$ cat src/sv/gcpb_pkg.sv
// ----------------------------------------------------------------------------
// Glyph coverage pixel blend package
// Widths, register indexes, reset values and the pixel pack, unpack and mix
// functions.
// ----------------------------------------------------------------------------
package gcpb_pkg;

    localparam int unsigned PIXEL_W     = 16;
    localparam int unsigned COLOR_W     = 24;
    localparam int unsigned CH_W        = 8;
    localparam int unsigned COV_W       = 8;
    localparam int unsigned DOWN_W      = 3;
    localparam int unsigned UP_W        = 4;
    localparam int unsigned CFG_INDEX_W = 3;
    localparam int unsigned CFG_DATA_W  = 24;

    typedef logic [PIXEL_W-1:0]     pixel_t;
    typedef logic [CH_W-1:0]        chan_t;
    typedef logic [COV_W-1:0]       cov_t;
    typedef logic [CFG_INDEX_W-1:0] cfg_index_t;

    // Register indexes on the configuration port.
    localparam cfg_index_t REG_TEXT_COLOR  = 3'd0;
    localparam cfg_index_t REG_BLEND_MODE  = 3'd1;
    localparam cfg_index_t REG_RED_DOWN    = 3'd2;
    localparam cfg_index_t REG_RED_UP      = 3'd3;
    localparam cfg_index_t REG_GREEN_DOWN  = 3'd4;
    localparam cfg_index_t REG_GREEN_UP    = 3'd5;
    localparam cfg_index_t REG_BLUE_DOWN   = 3'd6;

    // Blend mode codes.
    localparam logic MODE_SOLID = 1'b0;
    localparam logic MODE_BLEND = 1'b1;

    // Special coverage codes.
    localparam cov_t COV_NONE = 8'h00;
    localparam cov_t COV_FULL = 8'hFF;

    // Pixel format: per-channel shifts.
    typedef struct packed {
        logic [DOWN_W-1:0] red_down;
        logic [UP_W-1:0]   red_up;
        logic [DOWN_W-1:0] green_down;
        logic [UP_W-1:0]   green_up;
        logic [DOWN_W-1:0] blue_down;
    } fmt_t;

    localparam logic [COLOR_W-1:0] RST_TEXT_COLOR = 24'hFFFFFF;
    localparam logic               RST_BLEND_MODE = MODE_SOLID;
    localparam fmt_t RST_FMT = '{
        red_down:   3'd3,
        red_up:     4'd11,
        green_down: 3'd2,
        green_up:   4'd5,
        blue_down:  3'd3
    };

    // Drop the low bits of each channel, move it to its field and merge.
    function automatic pixel_t pack_px(chan_t r, chan_t g, chan_t b, fmt_t f);
        pixel_t rr;
        pixel_t gg;
        pixel_t bb;
        rr = PIXEL_W'(r >> f.red_down);
        gg = PIXEL_W'(g >> f.green_down);
        bb = PIXEL_W'(b >> f.blue_down);
        return (rr << f.red_up) | (gg << f.green_up) | bb;
    endfunction

    // Pull a field out of a pixel and scale it back up to eight bits.
    function automatic chan_t unpack_ch(pixel_t px, logic [UP_W-1:0] up,
                                        logic [DOWN_W-1:0] down);
        chan_t fld;
        fld = CH_W'(px >> up);
        return fld << down;
    endfunction

    // dst*(255-c)/256 + col*c/256, truncated to eight bits.
    function automatic chan_t mix_ch(chan_t d, chan_t col, cov_t c);
        cov_t                  inv;
        logic [2*CH_W-1:0]     pd;
        logic [2*CH_W-1:0]     pc;
        inv = COV_FULL - c;
        pd  = d * inv;
        pc  = col * c;
        return pd[2*CH_W-1:CH_W] + pc[2*CH_W-1:CH_W];
    endfunction

endpackage

$ cat src/sv/glyph_coverage_pixel_blend_top.sv
// ----------------------------------------------------------------------------
// Glyph coverage pixel blend
// Text compositor for a 16-bit packed frame buffer, one pixel per clock unless stalled.
// ----------------------------------------------------------------------------
// Each request carries one glyph coverage byte and the current destination
// pixel, and produces exactly one result: the pixel to store and a write
// enable. The block takes one request per clock when the output side is not
// stalled, and its result passes through an input register and a result
// register. The request sits in the input register while the packing of the
// text color, the unpacking of the destination and the six 8x8 multiplies of
// the blend (two per channel) settle; the result register then holds the
// answer until it is taken. That multiply-and-add path between the two
// registers sets the clock rate. A stalled result does not block intake at
// once: the input register still accepts one more request while the result
// register waits, and only then does the block stop taking requests.
// Configuration writes are taken in every cycle and must only be issued
// while no request is in flight.
// ----------------------------------------------------------------------------
module glyph_coverage_pixel_blend_top (
    input  logic                             clk,
    input  logic                             rst_n,

    // Configuration write channel.
    input  logic                             cfg_valid,
    output logic                             cfg_ready,
    input  logic [gcpb_pkg::CFG_INDEX_W-1:0] cfg_index,
    input  logic [gcpb_pkg::CFG_DATA_W-1:0]  cfg_data,

    // Pixel requests.
    input  logic                             in_valid,
    output logic                             in_ready,
    input  logic [gcpb_pkg::COV_W-1:0]       coverage,
    input  logic [gcpb_pkg::PIXEL_W-1:0]     dest_pixel,

    // Results.
    output logic                             out_valid,
    input  logic                             out_ready,
    output logic [gcpb_pkg::PIXEL_W-1:0]     new_pixel,
    output logic                             write_enable
);

    // Configuration registers.
    logic [gcpb_pkg::COLOR_W-1:0] text_color_reg;
    logic                         blend_mode_reg;
    gcpb_pkg::fmt_t               fmt_reg;

    // Input stage.
    logic                         s1_valid_reg;
    logic                         s1_valid_next;
    gcpb_pkg::cov_t               cov_reg;
    gcpb_pkg::pixel_t             dest_reg;

    // Result stage.
    logic                         out_valid_reg;
    logic                         out_valid_next;
    gcpb_pkg::pixel_t             new_pixel_reg;
    gcpb_pkg::pixel_t             new_pixel_next;
    logic                         write_enable_reg;
    logic                         write_enable_next;

    logic                         in_accept;
    logic                         s1_advance;

    gcpb_pkg::chan_t              col_r;
    gcpb_pkg::chan_t              col_g;
    gcpb_pkg::chan_t              col_b;
    gcpb_pkg::pixel_t             packed_color;
    gcpb_pkg::chan_t              dst_r;
    gcpb_pkg::chan_t              dst_g;
    gcpb_pkg::chan_t              dst_b;
    gcpb_pkg::pixel_t             blended;

    // The configuration port never stalls.
    assign cfg_ready = 1'b1;

    always_ff @(posedge clk or negedge rst_n)
    begin
        if (!rst_n)
        begin
            text_color_reg <= gcpb_pkg::RST_TEXT_COLOR;
            blend_mode_reg <= gcpb_pkg::RST_BLEND_MODE;
            fmt_reg        <= gcpb_pkg::RST_FMT;
        end
        else if (cfg_valid)
        begin
            case (cfg_index)
                gcpb_pkg::REG_TEXT_COLOR: text_color_reg     <= cfg_data;
                gcpb_pkg::REG_BLEND_MODE: blend_mode_reg     <= cfg_data[0];
                gcpb_pkg::REG_RED_DOWN:   fmt_reg.red_down   <= cfg_data[2:0];
                gcpb_pkg::REG_RED_UP:     fmt_reg.red_up     <= cfg_data[3:0];
                gcpb_pkg::REG_GREEN_DOWN: fmt_reg.green_down <= cfg_data[2:0];
                gcpb_pkg::REG_GREEN_UP:   fmt_reg.green_up   <= cfg_data[3:0];
                gcpb_pkg::REG_BLUE_DOWN:  fmt_reg.blue_down  <= cfg_data[2:0];
                default:
                begin
                    // Writes to unused indexes are dropped.
                end
            endcase
        end
    end

    // The input register moves on whenever the result register is empty or
    // is being emptied this cycle; it takes a new request whenever it is
    // empty or moving on.
    assign s1_advance = !out_valid_reg || out_ready;
    assign in_ready   = !s1_valid_reg || s1_advance;
    assign in_accept  = in_valid && in_ready;

    always_comb
    begin
        if (in_accept)
        begin
            s1_valid_next = 1'b1;
        end
        else if (s1_advance)
        begin
            s1_valid_next = 1'b0;
        end
        else
        begin
            s1_valid_next = s1_valid_reg;
        end

        if (s1_advance)
        begin
            out_valid_next = s1_valid_reg;
        end
        else
        begin
            out_valid_next = out_valid_reg;
        end
    end

    always_ff @(posedge clk or negedge rst_n)
    begin
        if (!rst_n)
        begin
            s1_valid_reg  <= 1'b0;
            out_valid_reg <= 1'b0;
        end
        else
        begin
            s1_valid_reg  <= s1_valid_next;
            out_valid_reg <= out_valid_next;
        end
    end

    always_ff @(posedge clk)
    begin
        if (in_accept)
        begin
            cov_reg  <= coverage;
            dest_reg <= dest_pixel;
        end
        if (s1_advance && s1_valid_reg)
        begin
            new_pixel_reg    <= new_pixel_next;
            write_enable_reg <= write_enable_next;
        end
    end

    // Text color split into its channels and packed into the pixel format.
    assign col_r        = text_color_reg[7:0];
    assign col_g        = text_color_reg[15:8];
    assign col_b        = text_color_reg[23:16];
    assign packed_color = gcpb_pkg::pack_px(col_r, col_g, col_b, fmt_reg);

    // Destination channels; blue always sits at bit zero.
    assign dst_r = gcpb_pkg::unpack_ch(dest_reg, fmt_reg.red_up, fmt_reg.red_down);
    assign dst_g = gcpb_pkg::unpack_ch(dest_reg, fmt_reg.green_up, fmt_reg.green_down);
    assign dst_b = gcpb_pkg::unpack_ch(dest_reg, '0, fmt_reg.blue_down);

    // Coverage-weighted mix of each channel, repacked.
    assign blended = gcpb_pkg::pack_px(gcpb_pkg::mix_ch(dst_r, col_r, cov_reg),
                                       gcpb_pkg::mix_ch(dst_g, col_g, cov_reg),
                                       gcpb_pkg::mix_ch(dst_b, col_b, cov_reg),
                                       fmt_reg);

    // Empty coverage leaves the pixel alone. Solid mode and full coverage
    // write the packed color; partial coverage in blend mode writes the mix.
    always_comb
    begin
        if (cov_reg == gcpb_pkg::COV_NONE)
        begin
            new_pixel_next    = dest_reg;
            write_enable_next = 1'b0;
        end
        else if (blend_mode_reg == gcpb_pkg::MODE_SOLID ||
                 cov_reg == gcpb_pkg::COV_FULL)
        begin
            new_pixel_next    = packed_color;
            write_enable_next = 1'b1;
        end
        else
        begin
            new_pixel_next    = blended;
            write_enable_next = 1'b1;
        end
    end

    assign out_valid    = out_valid_reg;
    assign new_pixel    = new_pixel_reg;
    assign write_enable = write_enable_reg;

endmodule

$ cat config.mk
export PLATFORM = sky130hd
export DESIGN_NAME = glyph_coverage_pixel_blend_top
export DESIGN_NICKNAME = d
export VERILOG_FILES = /design/src/sv/gcpb_pkg.sv /design/src/sv/glyph_coverage_pixel_blend_top.sv
export SDC_FILE = /design/constraint.sdc
export NUM_CORES = 1
export LEC_CHECK = 0
export BUFFER_PORTS_ARGS = -buffer_cell sky130_fd_sc_hd__buf_2
export CORE_MARGIN = 1
export CORE_UTILIZATION = 40
export DETAILED_ROUTE_END_ITERATION = 8
export HOLD_SLACK_MARGIN = 0.08
export SYNTH_ARGS = -nofsm -noshare
export SYNTH_HDL_FRONTEND = slang
export SYNTH_SLANG_ARGS = --single-unit
$ cat constraint.sdc
create_clock -name clk -period 21.9 [get_ports clk]
set_clock_uncertainty 0.1 [all_clocks]
set_input_delay 3.285 -clock clk [delete_from_list [all_inputs] [get_ports clk]]
set_output_delay 3.285 -clock clk [all_outputs]
set_load 0.01 [all_outputs]
==> summary by stage, run 1 <==
Floorplan
The die outline area is 52800 um^2. The starting utilization of the core area is 0.405. The floorplan die height is around 230 um.

The floorplan step defined a core boundary enclosing between 50000 and 60000 um^2. The site row count is 83. From left edge to right edge, the die measures 230 um. The number of top-level pins is 76.

Place
The number of I/O port buffers is 74. In this run the cell area measured after placement is between 20000 and 25000 um^2. Once placement completed, the tool counted placed cells totaling between 3000 and 4000. The minimum setup slack after placement is 10.61 ns. Routability-driven placement finished with a final weighted congestion of ~1. Detailed placement ended at an HPWL of 51.1 mm.

Drt
The DRC violation count after routing is 0. The final layout contains routed wiring with a total length of about 67 mm. The routed layout has roughly 18000 vias. The count of nets left with antenna violations once routing finished came out at 0. Before antenna repair, the detailed router went through 5 iterations. The number of design-rule violations left by the first detailed-router iteration is about 1300. The via density per instance is between 5 and 6. The detail-routed net length per standard cell is approximately 21 um.

Global routing
After global routing the overflow that remains totals 0. The via count of the first global-routing pass came to 18400. Across every metal layer, demand over resource in global routing totals 0.256. The global-route wire length before repair is between 100 and 150 mm. The maximum number of pins on one net before global-route repair is 58. The number of antenna violations at the first check in global routing is 8.

Logic synthesis
The distinct cell type count of the synthesized netlist is 95. The leading register cell type out of synthesis is sky130_fd_sc_hd__edfxtp_1. The summed instance area of the synthesized netlist is just over 20000 um^2. In this run, synthesis produced a sequential element count of 85. After synthesis, the share of flip-flops with an asynchronous set or reset is 0.518. The synthesized design contains slightly above 40 enable-type register cells. The cell type with the largest total area after synthesis is sky130_fd_sc_hd__fa_1.

The cell count after synthesis is 2465. The share of the synthesized area in the top cell type is 0.205. The synthesis warning total is 0. Of the synthesized area, sequential elements account for 0.114. By area the synthesized netlist is led by sky130_fd_sc_hd__fa_1, sky130_fd_sc_hd__ha_1, sky130_fd_sc_hd__edfxtp_1, sky130_fd_sc_hd__inv_1, sky130_fd_sc_hd__nor2_1. The average instance in the mapped netlist occupies ~8.4 um^2.

When the netlist entered floorplanning its net count stood at approximately 3000.

STA
Setup repair after global routing left no endpoint under its margin. The number of failing setup endpoints in the final timing report is 0. The count of final max-slew check failures is 0. For the final routed database, the setup TNS stands at 0 ns. The final worst-path setup slack is a little over 10 ns. Timing would allow up to 0.0867 GHz. The slew at the pin with the worst max-slew slack is between 1 and 1.5 ns.

The clock period could shrink to between 10 and 15 ns. The remaining max-slew budget at the tightest pin is 0.211. Dividing the final minimum period by the clock period gives 0.527. The final-report hold violation count is 0.

Setup path
The type of origin of the critical path is a register. At the worst endpoint, the required time is around 22 ns. The reg-to-reg startpoint is fmt_reg[3]$_DFFE_PN1P_.

The setup path with the least slack is of type register to register. Data arrives at the worst endpoint at 11.57 ns. The cell that appears most often on the critical path is sky130_fd_sc_hd__fa_1. The largest single stage delay on the critical path is between 1 and 1.5 ns. The worst-case register-to-register setup slack is 10.36 ns. The type of element capturing the critical path is a register. The count of cells along the worst register-to-register path is 37.

Along the worst path, the maximum fanout reaches slightly above 40. The endpoint identified for the worst register-to-register timing path is new_pixel[15]$_DFFE_PP_. On the critical path, the stage with the largest delay is an instance of sky130_fd_sc_hd__dfstp_2.

Finish
The area taken by multi-input logic gates is 16600 um^2. The register with the most flip-flops in the layout has 24 of them. The net count of the finished layout is about 3000. In the final layout, the share of cells above drive strength 1 is 0.126. The final non-filler cell area is roughly 22000 um^2. The post-layout instance count excluding filler cells is about 3100. In the final layout, flip-flops and latches occupy roughly 2400 um^2.

Fill cells in the final layout number 5119. The signed area change from the synthesized netlist to the final layout is 5.33%.

Clock network
The maximum level of the CTS H-tree is 3. The clock drives 85 sinks. The total of hold buffers inserted after clock tree synthesis is 0. The total clock buffers created by CTS is 9. The TritonCTS clock tree is done. Post-CTS repair changed the size of 0 cells. For the worst-skew pair, the clock arrives at the later sink with an insertion delay of approximately 0.40 ns. Post-CTS timing repair inserted 0 buffers for setup. The CTS root buffer is sky130_fd_sc_hd__clkbuf_16. The buffer depth of the longest clock path is 2. The clock slew at the register clock pins of the worst setup and hold paths is roughly 0.080 ns.

Run status
The flow ran to the end, and the final reports show no timing, DRC or antenna violations.

Min path
The path with the worst hold slack has its endpoint at out_valid$_DFFE_PN0P_. The worst min-delay path class is register to register. The beginning of the worst hold path is s1_valid_reg$_DFFE_PN0P_. Counting instances, the worst hold path has a depth of 1.

Flow run
The max-capacitance violation count is 0.
-- cell families after synthesis --
group	synth area share
flops	0.114
mux	0.101
xor+xnor	0.0277
fa+ha+maj	0.337
compound gates	0.148
simple gates	0.186
buf+inv	0.0857
other cells	0.000181
-- through the flow --
stage	utilization	hold slack [ns]
after global placement	0.421	0.359
after global routing	0.426	0.410
after CTS	0.426	0.399
final	0.426	0.391
after floorplan	-	0.349
after detailed placement	0.421	0.388
-- cell usage after synthesis, drive strengths merged (8+ instances only) --
cell	number
and2	105
a2111oi	10
mux2	57
mux4	26
a221oi	14
nor2	275
dfrtp	10
a31oi	15
o221ai	11
inv	315
nand4	13
mux2i	87
a21o	17
ha	219
o21ai	83
fa	213
xor2	15
dfstp	34
clkbuf	114
a22oi	14
a21boi	8
nand2b	20
or3	9
nor2b	19
xnor2	45
o21a	19
a221o	9
or2	56
a211o	10
buf	30
a21oi	89
o22ai	22
nand3	24
a211oi	30
nor3	41
and3	12
o211ai	11
edfxtp	41
nand2	212
-- cells in the final DEF, fill, tap and decap left out, drive strengths merged, types with 10 or more instances in the layout --
master,netlist,layout
and2,105,105
a22oi,14,14
mux4,26,26
o21ai,83,83
a211o,10,10
inv,315,318
dfrtp,10,10
xnor2,45,45
or2,56,56
buf,30,98
ha,219,219
edfxtp,41,41
nor2,275,275
nand2,212,212
clkbuf,114,10
a21oi,89,89
a221oi,14,14
xor2,15,15
o211ai,11,11
o221ai,11,11
nand2b,20,20
o22ai,22,22
nor3,41,41
o21a,19,19
nand3,24,24
and3,12,12
mux2,57,57
dfstp,34,34
a2111oi,10,10
a21o,17,17
fa,213,213
mux2i,87,87
nor2b,19,19
nand4,13,13
a211oi,30,30
a31oi,15,15
-- critical path: cells and delay by family, from the launching register on --
| family | cells | cell delay [ns] |
|---|---|---|
| buffers and inverters | 2 | 0.13 |
| AO/OA/AOI/OAI | 13 | 3.73 |
| XOR/XNOR | 4 | 0.75 |
| flip-flops | 1 | 1.12 |
| multiplexers | 3 | 0.89 |
| adder cells (fa/ha/maj) | 6 | 2.53 |
| AND/OR/NAND/NOR | 9 | 2.02 |
-- layout make-up --
type | count | share of cell area
Antenna cell | 3 | 0.000343
Clock inverter | 6 | 0.00217
Clock buffer | 10 | 0.0105
Multi-Input combinational cell | 1918 | 0.760
Sequential cell | 85 | 0.109
Tap cell | 680 | 0.0389
Timing Repair Buffer | 98 | 0.0252
Inverter | 318 | 0.0546
-- metal layers --
layer,vias up,part of all wire,GRT usage
li1,8323,-,-
met1,9017,0.43,0.332
met2,631,0.48,0.433
met3,132,0.055,0.0314
met4,6,0.036,0.0993
met5,-,0.00064,0
-- how the worst max path moves through the flow --
stage | start | end | slack [ns] | depth (start not counted)
3_5_place_dp | fmt_reg[3]$_DFFE_PN1P_ | new_pixel[15]$_DFFE_PP_ | 10.61 | 37
2_1_floorplan | fmt_reg[3]$_DFFE_PN1P_ | new_pixel[15]$_DFFE_PP_ | 12.60 | 39
5_1_grt | fmt_reg[3]$_DFFE_PN1P_ | new_pixel[15]$_DFFE_PP_ | 9.54 | 37
4_1_cts | fmt_reg[3]$_DFFE_PN1P_ | new_pixel[15]$_DFFE_PP_ | 10.50 | 37
3_3_place_gp | fmt_reg[3]$_DFFE_PN1P_ | new_pixel[15]$_DFFE_PP_ | 10.81 | 37
6_report | fmt_reg[3]$_DFFE_PN1P_ | new_pixel[15]$_DFFE_PP_ | 10.36 | 37
Power of run 1 is left out: the tool's default activity adds up to more than one toggle a clock period on the data nets, which glitch-free logic cannot reach.
==> run 2, diff against run 1 <==
==> constraint.sdc (replaced) <==
create_clock -name clk -period 12.04 [get_ports clk]
set_clock_uncertainty 0.1 [all_clocks]
set_input_delay 1.806 -clock clk [delete_from_list [all_inputs] [get_ports clk]]
set_output_delay 1.806 -clock clk [all_outputs]
set_load 0.01 [all_outputs]
==> summary by stage, run 2 (synthesized netlist as in run 1, its figures left out) <==
Global routing
The global-route wire length before repair is 108 mm (+2.5%). The via count of the first global-routing pass is 18900 (+3.0%). The global-route usage over all layers is 0.263 (+0.00679).

The met1 track demand over resource is 0.338 (+0.00562). The number of antenna violations at the first check in global routing is 4 (-4). The met3 usage came to 0.0332 (+0.00186). The aggregate global routing overflow is 0 (unchanged). The maximum number of pins on one net before global-route repair is 58 (unchanged). met2 is the most crowded layer. The met2 routing resource usage after global routing was 0.444 (+0.0109).

Finish
In the layout the commonest cells are sky130_fd_sc_hd__inv_1, sky130_fd_sc_hd__nor2_1, sky130_fd_sc_hd__ha_1. The most common library cell in the layout ignoring fill and taps is sky130_fd_sc_hd__inv_1. The signed area change from the synthesized netlist to the final layout is 5.60%. The net count of the finished layout was 2925 (+0.24%). The share of post-route cells with drive strength above 1 is 0.129 (+0.00291). The number of flip-flops under the largest register name is 24 (unchanged).

Clock network
The clock slew at the register clock pins of the worst setup and hold paths came to 0.07 ns (about the same). The TritonCTS clock tree is done. The buffer depth of the longest clock path is 2 (unchanged).

The insertion delay to the later sink of the worst-skew pair is 0.40 ns (about the same). The total of hold buffers inserted after clock tree synthesis is 0 (unchanged). The maximum level of the CTS H-tree is 3 (unchanged). The total clock buffers created by CTS is 9 (unchanged). The count of clock tree sinks is 85 (unchanged). The tree is rooted in a sky130_fd_sc_hd__clkbuf_16.

Floorplan
The starting utilization of the core area came to 0.405 (unchanged). The core area is 51300 um^2 (unchanged). The site row count was 83 (unchanged). The number of top-level pins is 76 (unchanged). The die outline area is 52800 um^2 (unchanged).

The width of the die was 230 um (unchanged). The floorplan die height is 230 um (unchanged).

Setup path
The type of element capturing the critical path is a register. The type of origin of the critical path is a register. The highest cell delay on the worst timing path is 0.96 ns (-0.16 ns). The top fanout value on the critical path came to 34 (-17%). The kind of cell adding the most delay to the critical path is compound AO/OA/AOI/OAI gates.

The data required time of the worst path is 12.09 ns (-9.84 ns). The data arrival time of the worst path came to 11.10 ns (-0.47 ns). The worst-path cell with the longest stage delay is sky130_fd_sc_hd__dfstp_2. The count of cells along the worst register-to-register path is 36 (-2.7%).

The number of buffers and inverters on the critical path is 2 (unchanged). The number of gates on the worst path with buffers counted came to 36 (-2.7%). The worst setup path is of the register to register kind.

STA
The share of the clock period used by the worst path is 0.918 (+0.391). The shortest period the worst path allows is 11.06 ns (-0.484 ns). The number of failing setup endpoints in the final timing report is 0 (unchanged). The remaining max-slew budget at the tightest pin is 0.203 (-0.00782). The count of final max-slew check failures is 0 (unchanged). Setup repair after global routing left no endpoint under its margin. The aggregate negative setup slack is 0 ns (unchanged).

The slew at the pin with the worst max-slew slack was 1.19 ns (+0.0351 ns). The maximum clock frequency was 0.0905 GHz (+4.4%). The final-report hold violation count is 0 (unchanged).

Drt
The DRC violation count after routing is 0 (unchanged). The via density per instance is 5.89 (+1.4%). The post-detailed-route count of antenna-violating nets was 0 (unchanged). The number of design-rule violations left by the first detailed-router iteration is 1470 (+13%).

The number of optimization iterations in the first detailed-route pass is 5 (unchanged). The total number of vias is 18400 (+1.6%). The detail-routed net length per standard cell was 21.9 um (+2.3%). The routed wire length came to 68.5 mm (+2.5%).

Place
The routability congestion estimate is 1.05 (+3.1%). The HPWL after detailed placement is 52.7 mm (+3.1%). The number of I/O port buffers came to 74 (unchanged).

Min path
The number of cells on the worst hold path is 1 (unchanged). The worst hold path belongs to the class register to register.

Flow run
The max-capacitance violation count is 0 (unchanged).

Run status
The flow ran to the end, and the final reports show no timing, DRC or antenna violations.
## run 2: routing by layer
layer,wire length [um],vias to the layer above
li1,-,8342
met1,29000,9296
met2,32900,619
met3,3850,133
met4,2750,4
met5,26,-
## run 2: layout make-up
class	count	area (um^2)
tap	680	851
clock buffer	10	229
clock inverter	6	47.5
sequential	85	2380
timing repair buffer	105	603
fill	5090	29400
multi-input combinational	1918	16600
inverter	318	1190
antenna	2	5.00
## run 2: stage by stage
step | instance area (um^2) | setup WS [ns] | hold WS (ns) | utilization | instances
6_report | 21900 | 0.985 | 0.397 | 0.427 | 3124
5_1_grt | 21900 | 0.217 | 0.409 | 0.427 | 3124
4_1_cts | 21900 | 0.936 | 0.394 | 0.427 | 3122
3_5_place_dp | 21600 | 0.979 | 0.387 | 0.422 | 3106
3_3_place_gp | 21600 | 1.28 | 0.360 | 0.422 | 3106
2_1_floorplan | 20800 | 2.74 | 0.349 | - | 2465
## run 2: timing repair
item	CTS	global route
setup buffers	0	0
resized for setup	0	1
endpoints found under the setup margin	0	1
## run 2: worst register-to-register path, delay by kind of cell, from the launching register on
| kind | cells | cell delay, ns |
|---|---|---|
| AOI/OAI and AO/OA | 13 | 3.73 |
| and+or+nand+nor | 10 | 2.50 |
| DFF | 1 | 0.96 |
| xor gates and xnor gates | 4 | 0.78 |
| muxes | 1 | 0.16 |
| adders and majority gates | 6 | 2.48 |
| buffers and inverters | 2 | 0.12 |
## run 2: final timing paths
check,startpoint,endpoint,slack [ns]
min in group asynchronous,rst_n,s1_valid_reg$_DFFE_PN0P_,1.45
worst max register to register,fmt_reg[5]$_DFFE_PN1P_,new_pixel[5]$_DFFE_PP_,0.98
worst min register to register,s1_valid_reg$_DFFE_PN0P_,out_valid$_DFFE_PN0P_,0.40
worst min-delay path,s1_valid_reg$_DFFE_PN0P_,out_valid$_DFFE_PN0P_,0.40
max in group asynchronous,rst_n,fmt_reg[4]$_DFFE_PN0P_,9.77
worst max-delay path,fmt_reg[5]$_DFFE_PN1P_,new_pixel[5]$_DFFE_PP_,0.98
Power of run 2 is left out for the same reason.
==> run 3, diff against run 2 <==
--- a/config.mk
+++ b/config.mk
@@ -6,8 +6,8 @@
 export NUM_CORES = 1
 export LEC_CHECK = 0
 export BUFFER_PORTS_ARGS = -buffer_cell sky130_fd_sc_hd__buf_2
-export CORE_MARGIN = 1
 export CORE_UTILIZATION = 40
+export CTS_CLUSTER_DIAMETER = 80
 export DETAILED_ROUTE_END_ITERATION = 8
 export HOLD_SLACK_MARGIN = 0.08
 export SYNTH_ARGS = -nofsm -noshare
==> constraint.sdc (replaced) <==
create_clock -name clk -period 13 [get_ports clk]
set_clock_uncertainty 0.1 [all_clocks]
set_input_delay 1.95 -clock clk [delete_from_list [all_inputs] [get_ports clk]]
set_output_delay 1.95 -clock clk [all_outputs]
set_load 0.01 [all_outputs]
==> summary by stage, run 3 (synthesized netlist as in run 1, its figures left out) <==
STA
Setup repair after global routing left no endpoint under its margin. The maximum clock frequency is 0.0873 GHz (-3.5%). The final-report hold violation count came to 0 (unchanged).

The number of failing setup endpoints in the final timing report is 0 (unchanged). The share of the clock period used by the worst path was 0.882 (-0.0367). The shortest period the worst path allows is 11.46 ns (+0.404 ns). The count of final max-slew check failures is 0 (unchanged).

The remaining max-slew budget at the tightest pin is 0.311 (+0.107). The aggregate negative setup slack is 0 ns (unchanged). The slew at the pin with the worst max-slew slack came to 1.03 ns (-0.162 ns).

Setup path
The worst setup path is of the register to register kind. In this run the worst setup path terminates at new_pixel[10]$_DFFE_PP_. The data required time of the worst path is 13.04 ns (+0.95 ns). STA classifies the critical path startpoint as a register.

The data arrival time of the worst path is 11.50 ns (+0.40 ns). The count of cells along the worst register-to-register path is 35 (-2.8%). The worst register-to-register path begins at fmt_reg[11]$_DFFE_PN1P_. The top fanout value on the critical path is 39 (+15%). The worst register-to-register path ends at new_pixel[10]$_DFFE_PP_. The highest cell delay on the worst timing path came to 1.00 ns (+0.04 ns). The slowest stage of the critical path belongs to the cell sky130_fd_sc_hd__dfstp_2.

The critical path starts at fmt_reg[11]$_DFFE_PN1P_. The type of element capturing the critical path is a register. The worst-case register-to-register setup slack is 1.54 ns (+0.56 ns). Counting stages on the worst path, the most repeated cell is sky130_fd_sc_hd__inv_1.

Floorplan
The core area is 51300 um^2 (unchanged). The width of the die is 230 um (unchanged). The floorplan die height was 230 um (unchanged).

The number of top-level pins is 76 (unchanged). The site row count was 83 (unchanged). The starting utilization of the core area is 0.405 (unchanged). The die outline area is 52800 um^2 (unchanged).

Drt
The post-detailed-route count of antenna-violating nets is 0 (unchanged). The total number of vias was 18100 (-1.8%). The via density per instance was 5.79 (-1.6%). The number of optimization iterations in the first detailed-route pass is 5 (unchanged). The detail-routed net length per standard cell was 21.3 um (-2.8%). The number of design-rule violations left by the first detailed-router iteration is 1310 (-11%).

The routed wire length is 66.4 mm (-3.0%). The DRC violation count after routing is 0 (unchanged).

Place
The routability congestion estimate is 1.04 (-1.1%). The number of I/O port buffers came to 74 (unchanged). The HPWL after detailed placement came to 50.8 mm (-3.6%).

Finish
Leaving out fill and tap cells, the most frequent cell in the layout is sky130_fd_sc_hd__inv_1. In the layout the commonest cells are sky130_fd_sc_hd__inv_1, sky130_fd_sc_hd__nor2_1, sky130_fd_sc_hd__ha_1. The number of flip-flops under the largest register name is 24 (unchanged).

Relative to the synthesized area, the layout overhead comes to 5.28%. The count of fill cells added during filler insertion is 5221 (+2.6%). The share of post-route cells with drive strength above 1 is 0.126 (-0.00327). The net count of the finished layout is 2917 (-0.27%).

Min path
The number of cells on the worst hold path was 1 (unchanged). The worst hold path belongs to the class register to register.

Global routing
The aggregate global routing overflow is 0 (unchanged). The number of antenna violations at the first check in global routing is 5 (+1). The via count of the first global-routing pass came to 18400 (-2.7%).

The maximum number of pins on one net before global-route repair is 51 (-12%). The global-route wire length before repair came to 105 mm (-2.5%). The global-route usage over all layers is 0.256 (-0.00756).

Flow run
The max-capacitance violation count is 0 (unchanged).

Clock network
CTS placed an instance of sky130_fd_sc_hd__clkbuf_16 at the clock tree root. The count of clock tree sinks is 85 (unchanged). The number of gates given a new drive strength after cts is 0 (unchanged).

The maximum level of the CTS H-tree is 3 (unchanged). The buffer depth of the longest clock path is 2 (unchanged). The insertion delay to the later sink of the worst-skew pair was 0.40 ns (about the same). The clock slew at the register clock pins of the worst setup and hold paths is 0.07 ns (about the same). The total clock buffers created by CTS is 9 (unchanged). The TritonCTS clock tree is done. The number of buffers added for setup after CTS is 0 (unchanged). The total of hold buffers inserted after clock tree synthesis is 0 (unchanged).

Run status
The run finished with clean final reports.
run 3: cell types whose count changed in the layout (fill, tap and decap cells not counted):
| cell | before | now |
|---|---|---|
| sky130_fd_sc_hd__buf_4 | 31 | 23 |
| sky130_fd_sc_hd__diode_2 | 2 | 3 |
| sky130_fd_sc_hd__inv_6 | 2 | 3 |
| sky130_fd_sc_hd__inv_8 | 1 | 0 |
| sky130_fd_sc_hd__xor2_1 | 14 | 15 |
| sky130_fd_sc_hd__xor2_2 | 1 | 0 |
run 3: layout make-up:
class / instances / area (um^2) / area share
Multi-Input combinational cell: 1918 / 16600 / 0.760
Clock buffer: 10 / 229 / 0.0105
Sequential cell: 85 / 2380 / 0.109
Clock inverter: 6 / 45.0 / 0.00206
Inverter: 318 / 1190 / 0.0546
Timing Repair Buffer: 97 / 543 / 0.0248
Tap cell: 680 / 851 / 0.0389
Antenna cell: 3 / 7.51 / 0.000343
run 3: worst min-delay path by stage:
stage,start,endpoint
after global routing,s1_valid_reg$_DFFE_PN0P_,out_valid$_DFFE_PN0P_
after global placement,s1_valid_reg$_DFFE_PN0P_,out_valid$_DFFE_PN0P_
after CTS,s1_valid_reg$_DFFE_PN0P_,out_valid$_DFFE_PN0P_
after detailed placement,s1_valid_reg$_DFFE_PN0P_,out_valid$_DFFE_PN0P_
after floorplan,s1_valid_reg$_DFFE_PN0P_,out_valid$_DFFE_PN0P_
final,s1_valid_reg$_DFFE_PN0P_,out_valid$_DFFE_PN0P_
run 3: critical path, delay by kind of cell (launching register included):
kind                       cells  cell delay (ns)
xor gates and xnor gates       3             1.27
DFF                            1             1.00
AOI/OAI and AO/OA             13             3.85
and+or+nand+nor                4             0.54
muxes                          3             0.81
buffers and inverters          6             0.85
adders and majority gates      6             2.81
run 3: per-stage QoR:
| step | instances | area [um^2] | hold slack (ns) | utilization | worst slack, ns |
|---|---|---|---|---|---|
| final | 3117 | 21900 | 0.393 | 0.426 | 1.54 |
| after global routing | 3116 | 21900 | 0.417 | 0.426 | 0.820 |
| after CTS | 3114 | 21900 | 0.396 | 0.426 | 1.71 |
| after detailed placement | 3098 | 21600 | 0.387 | 0.421 | 1.77 |
| after global placement | 3098 | 21600 | 0.361 | 0.421 | 1.95 |
| after floorplan | 2465 | 20800 | 0.349 | - | 3.70 |
run 3: layer usage:
metal	wire, um	GRT usage	vias to the layer above
met4	3010	0.120	2
met3	3860	0.0283	134
met5	11	0	-
met1	28600	0.333	8968
li1	-	-	8321
met2	31000	0.423	637
Power of run 3 is left out for the same reason.
